===== src/sv/tmm_pkg.sv =====
// shared types and constants for the tiled matrix multiply block
package tmm_pkg;

    // widest tile edge, one accumulating cell per tile column
    localparam int CELLS = 8;
    localparam int CIW = 3;
    localparam int DATA_W = 32;

    // length of the drain after the last issued term: its product is summed by the cell for its
    // tile column and leaves the chain before the drain ends
    localparam logic [3:0] DRAIN_LEN = 4'd11;

    // configuration register reset and request codes
    localparam logic [1:0] TILE_LOG2_RESET = 2'd2;
    localparam logic [1:0] REQ_LOAD_A = 2'd0;
    localparam logic [1:0] REQ_LOAD_B = 2'd1;
    localparam logic [1:0] REQ_COMPUTE = 2'd2;

    typedef enum logic [2:0] {
        ST_IDLE,
        ST_SETUP,
        ST_ISSUE,
        ST_DRAIN,
        ST_EMIT
    } t_state;

    // one product travelling down the cell chain
    typedef struct packed {
        logic              valid;
        logic [CIW-1:0]    dest;
        logic [DATA_W-1:0] prod;
    } t_link;

endpackage


===== src/sv/tmm_mac_cell.sv =====
// one accumulating cell of the chain, holding the sum for one tile column
module tmm_mac_cell #(
    parameter logic [2:0] CELL_IDX = 3'd0
) (
    input  logic                      i_clk,
    input  logic                      i_rst_n,
    input  logic                      i_clear,
    input  tmm_pkg::t_link            i_link,
    output tmm_pkg::t_link            o_link,
    output logic [tmm_pkg::DATA_W-1:0] o_acc
);

    tmm_pkg::t_link r_link;
    logic [tmm_pkg::DATA_W-1:0] r_acc;

    // hand the product on to the neighbor every cycle
    always_ff @(posedge i_clk) begin
        if (!i_rst_n) begin
            r_link.valid <= 1'b0;
        end else begin
            r_link.valid <= i_link.valid;
        end
        r_link.dest <= i_link.dest;
        r_link.prod <= i_link.prod;
    end

    // accumulate products addressed to this cell, wrapping at 32 bits
    always_ff @(posedge i_clk) begin
        if (i_clear) begin
            r_acc <= '0;
        end else if (i_link.valid && i_link.dest == CELL_IDX) begin
            r_acc <= r_acc + i_link.prod;
        end
    end

    assign o_link = r_link;
    assign o_acc = r_acc;

endmodule


===== config.mk =====
export PLATFORM = sky130hd
export DESIGN_NAME = tmm_mac_cell
export DESIGN_NICKNAME = d
export VERILOG_FILES = /design/src/sv/tmm_pkg.sv /design/src/sv/tmm_mac_cell.sv
export SDC_FILE = /design/constraint.sdc
export NUM_CORES = 1
export LEC_CHECK = 0
export BUFFER_PORTS_ARGS = -buffer_cell sky130_fd_sc_hd__clkbuf_2
export CAP_MARGIN = 5
export CORE_ASPECT_RATIO = 0.75
export CORE_MARGIN = 1
export CORE_UTILIZATION = 57
export CTS_BUF_LIST = sky130_fd_sc_hd__clkbuf_8
export CTS_CLUSTER_DIAMETER = 200
export CTS_CLUSTER_SIZE = 20
export DETAILED_ROUTE_END_ITERATION = 8
export PLACE_DENSITY = 0.87
export SLEW_MARGIN = 20
export SYNTH_ARGS = -nofsm -noshare
export SYNTH_HDL_FRONTEND = slang
export SYNTH_SLANG_ARGS = --single-unit
export TNS_END_PERCENT = 5

===== constraint.sdc =====
create_clock -name i_clk -period 5.8 [get_ports i_clk]
set_clock_uncertainty 0.1 [all_clocks]
set_input_delay 1.45 -clock i_clk [delete_from_list [all_inputs] [get_ports i_clk]]
set_output_delay 1.45 -clock i_clk [all_outputs]
set_load 0.03 [all_outputs]

Word level (Yosys, flattened, before mapping)
Cells that the tools add are included.
{ "word_totals": {"ff_bits": 68, "inputBits": 39, "out_inout_bits": 68, "elab_cells": 7} }
{ "op_classes": {"add_sub_neg": 1, "reduce_logical": 2} }
{ "ops": {"columns": ["op", "n"], "rows": [
  ["adder 32 bit", 1],
  ["logical NOT 3 bit", 1],
  ["logical AND 1 bit", 1]
]} }

Longest topological paths before layout
{ "logic_depth": {"word_depth": 2, "mapped_depth": 10, "mapped_depth_nobuf": 10} }

Worst setup path after synthesis
OpenSTA, ideal clock, no wires.
{ "synth_path": {"path_kind": "input to register", "startpoint": "in i_link[0] (netlist name)", "endpoint": "reg r_acc (netlist bit o_acc[26])", "setup_time_ns": 0.063, "arrival_time_ns": 3.678, "t_required_ns": 5.637, "setup_slack_ns": 1.959, "path_stages": 10, "path_buffers": 0, "cell_sequence": "ha_1 -> fa_1 -> a21oi_1 -> or2_0 -> a2111o_1 -> o211ai_2 -> o31a_1 -> and4_4 -> or4_1 -> nand3_1"} }
{ "synth_between": {"elab_chain_len": 1} }
{ "synth_rtl": {"columns": ["item", "line_no", "rtl"], "rows": [
  ["from (decl)", "tmm_mac_cell.sv:8", "input tmm_pkg::t_link i_link,"],
  ["adder 32 bit", "tmm_mac_cell.sv:32", "r_acc <= r_acc + i_link.prod;"],
  ["to (signal assigned)", "tmm_mac_cell.sv:32", null],
  ["to (decl)", "tmm_mac_cell.sv:14", "logic [tmm_pkg::DATA_W-1:0] r_acc;"]
]} }
Every way passes these cells.
A chain may end at the register's enable or synchronous reset.

Final worst setup path
Same ends and word-level chain as after synthesis.

==> results.md <==
* CP arrival at 4.01 ns
* CTS tree: done
* Nets at roughly 580
* Max-slew violation count at 0
* Synth top area share at 38.7%
* Worst hold path type: flip-flop to flip-flop
* Starting Density at around 60%
* Num rows at 24
* Slew margin rel. at 38.7%
* Max Cap Viol at 0
* Worst-Margin Slew at a little over 0.9 ns
* Share of cells above drive strength 1 at 26.1%
* Port Buffers at 106
* Synthesized area at roughly 3500 um2
* Remaining Overflow, GRT at 0
* CTS H-Tree Depth at 3
* Crit end category: flip-flop
* Top-count cell post-synth: dfxtp_1
* GRT Util Overall at 28.2%
* Ys Warns at 0
* CTS-repair resized insts at 0
* Status: completed
* Unrepaired setup endpoints after global routing: no
* Highest clock rate at 262 MHz
* PnR Total Power at 1.04 mW
* Seq/Total Area, Yosys at 38.7%
* PwrDens at 244 nW/um2
* Post-CTS setup buffers at 0
* Req. time, crit path at 5.99 ns
* Final WL at between 9000 and 10,000 um
* Leak at 2.00 nW
* Die area at about 6500 um2
* Antenna Nets Post-Route at 0
* Commonest cells post-synth: dfxtp_1, nand2_1, a21oi_1
* Finished Core Util at 72.9%
* Syn Nets at 471
* Distinct cells, synth at 56
* EDFF count, synth at 0
* Final Hold Violating Endpoints at 0
* Ranking of synthesized cells by area: dfxtp_1, ha_1, a21oi_1
* Fin cells at 588
* Primary FF master, synth: dfxtp_1
* Drt pass-1 iters at 5
* Final min period at roughly 3.8 ns
* Period utilisation layout at 65.9%
* Synthesis-to-layout area growth at 21.9%
* Synth Register Bits at a little under 70
* Global placement routability congestion at 0.933
* DR WL/cell at approximately 16 um
* DIE HEIGHT at 70.1 um
* Via count at 3,537
* Initial antenna violation count at 0
* Core ar. at 5890 um2
* Dpl ws at 1.67 ns
* Syn_area_per_cell at 8.80 um2
* Hold_buf cts at 0
* Largest net degree at the start of global routing at 43
* Clock Sink Count at 68
* Inst Count DP at roughly 570
* Initial DRC Count at 237
* Worst-skew pair later-pin latency at 0.34 ns
* Max IR drop VDD at 0.000186 V
* Crit start category: input port
* First-pass GRT wire length at 14,500 um
* Worst-path clk slew at 0.07 ns
* # diodes at 0
* CTS Buf Count at 9
* Crit Path Category: input port to flip-flop
* Final Setup Violations at 0
* Fillers at 491
* Residual DRC at 0
* Fraction of registers with async set/reset at 0%
* CP Max Fanout at 3
* Largest area contributor in the netlist: dfxtp_1
* Clk buf depth at 2
* Worst hold slack at 0.376 ns
* Die X at 92.7 um
* Via density at around 6.0
* Final non-filler cell area at 4290 um2
* Gate count after technology mapping at 400
* Vias in the first global route at between 3,000 and 4,000
* Post-Place Cell Area at 4110 um2
* I/O pin cnt at approximately 110
* HPWL Detailed at around 6700 um
* Clk root buf: clkbuf_8
* Setup TNS Final at 0 ns
* Final worst slack at ~2.0 ns
-- layer usage --
layer | GRT usage, % | vias up | part of all wire [%] | wire length, um
li1 | - | 1693 | - | -
met5 | 0 | - | 0 | 0
met4 | 9.91 | 0 | 1.3 | 119
met3 | 6.86 | 15 | 8.9 | 816
met1 | 39.4 | 1635 | 47 | 4300
met2 | 42.4 | 194 | 43 | 3910
-- critical path, stage by stage --
cell and delay, ns:
clkbuf_2 0.09, ha_1 0.22, fa_1 0.42, a21oi_1 0.25, or2_0 0.18, a2111o_1 0.18, o211ai_2 0.11, o31a_1 0.33
and4_4 0.19, or4_1 0.50, nand3_1 0.09
-- logic make-up (layout without fill, tap and decap cells) --
family                     Yosys count  after routing  share of synthesized area, %
buffers and inverters               19            129                          2.24
adders and majority gates           32             32                          11.6
DFF                                 68             68                          38.7
muxes                                1              1                         0.284
and+or+nand+nor                    143            143                          20.3
AOI/OAI and AO/OA                  118            118                          22.2
xor gates and xnor gates            19             19                          4.73
-- registers in the layout, summed over array words and instances (netlist names) --
name / count
o_link: 36
o_acc: 32
-- path summary, 6_finish.rpt --
check	from	end	slack [ns]	cells after the start
worst min-delay path	o_acc[23]$_SDFFE_PP0P_	o_acc[23]$_SDFFE_PP0P_	0.38	2
worst min register to register	o_acc[23]$_SDFFE_PP0P_	o_acc[23]$_SDFFE_PP0P_	0.38	2
worst max register to register	o_acc[0]$_SDFFE_PP0P_	o_acc[28]$_SDFFE_PP0P_	2.81	10
worst max-delay path	i_link[0]	o_acc[26]$_SDFFE_PP0P_	1.98	11
-- area by class of cell --
class / instances / area [um2] / share of cell area [%]
multi-input combinational: 313 / 2090 / 48.6
sequential: 68 / 1360 / 31.7
timing repair buffer: 107 / 538 / 12.5
clock buffer: 9 / 124 / 2.89
tap: 78 / 97.6 / 2.28
clock inverter: 7 / 60.1 / 1.40
inverter: 6 / 22.5 / 0.525
-- where the power goes --
part	internal, mW	leakage (nW)	switching [mW]	total [mW]
logic	0.0606	1.34	0.118	0.179
registers	0.486	0.563	0.00848	0.494
clock network	0.193	0.101	0.178	0.372
total	0.740	2.00	0.305	1.04
-- cell usage in the layout, fill, tap and decap left out, types with 8 or more instances in the layout --
cell / n
nor3_1: 11
o21ai_0: 20
inv_1: 8
ha_1: 31
nor2_1: 20
xor2_1: 10
clkbuf_8: 9
dfxtp_1: 68
xnor2_1: 9
a21oi_1: 39
a21o_1: 11
nand2_1: 51
nand3_1: 18
clkbuf_2: 106
No activity file was read; power rests on OpenSTA's default activity.
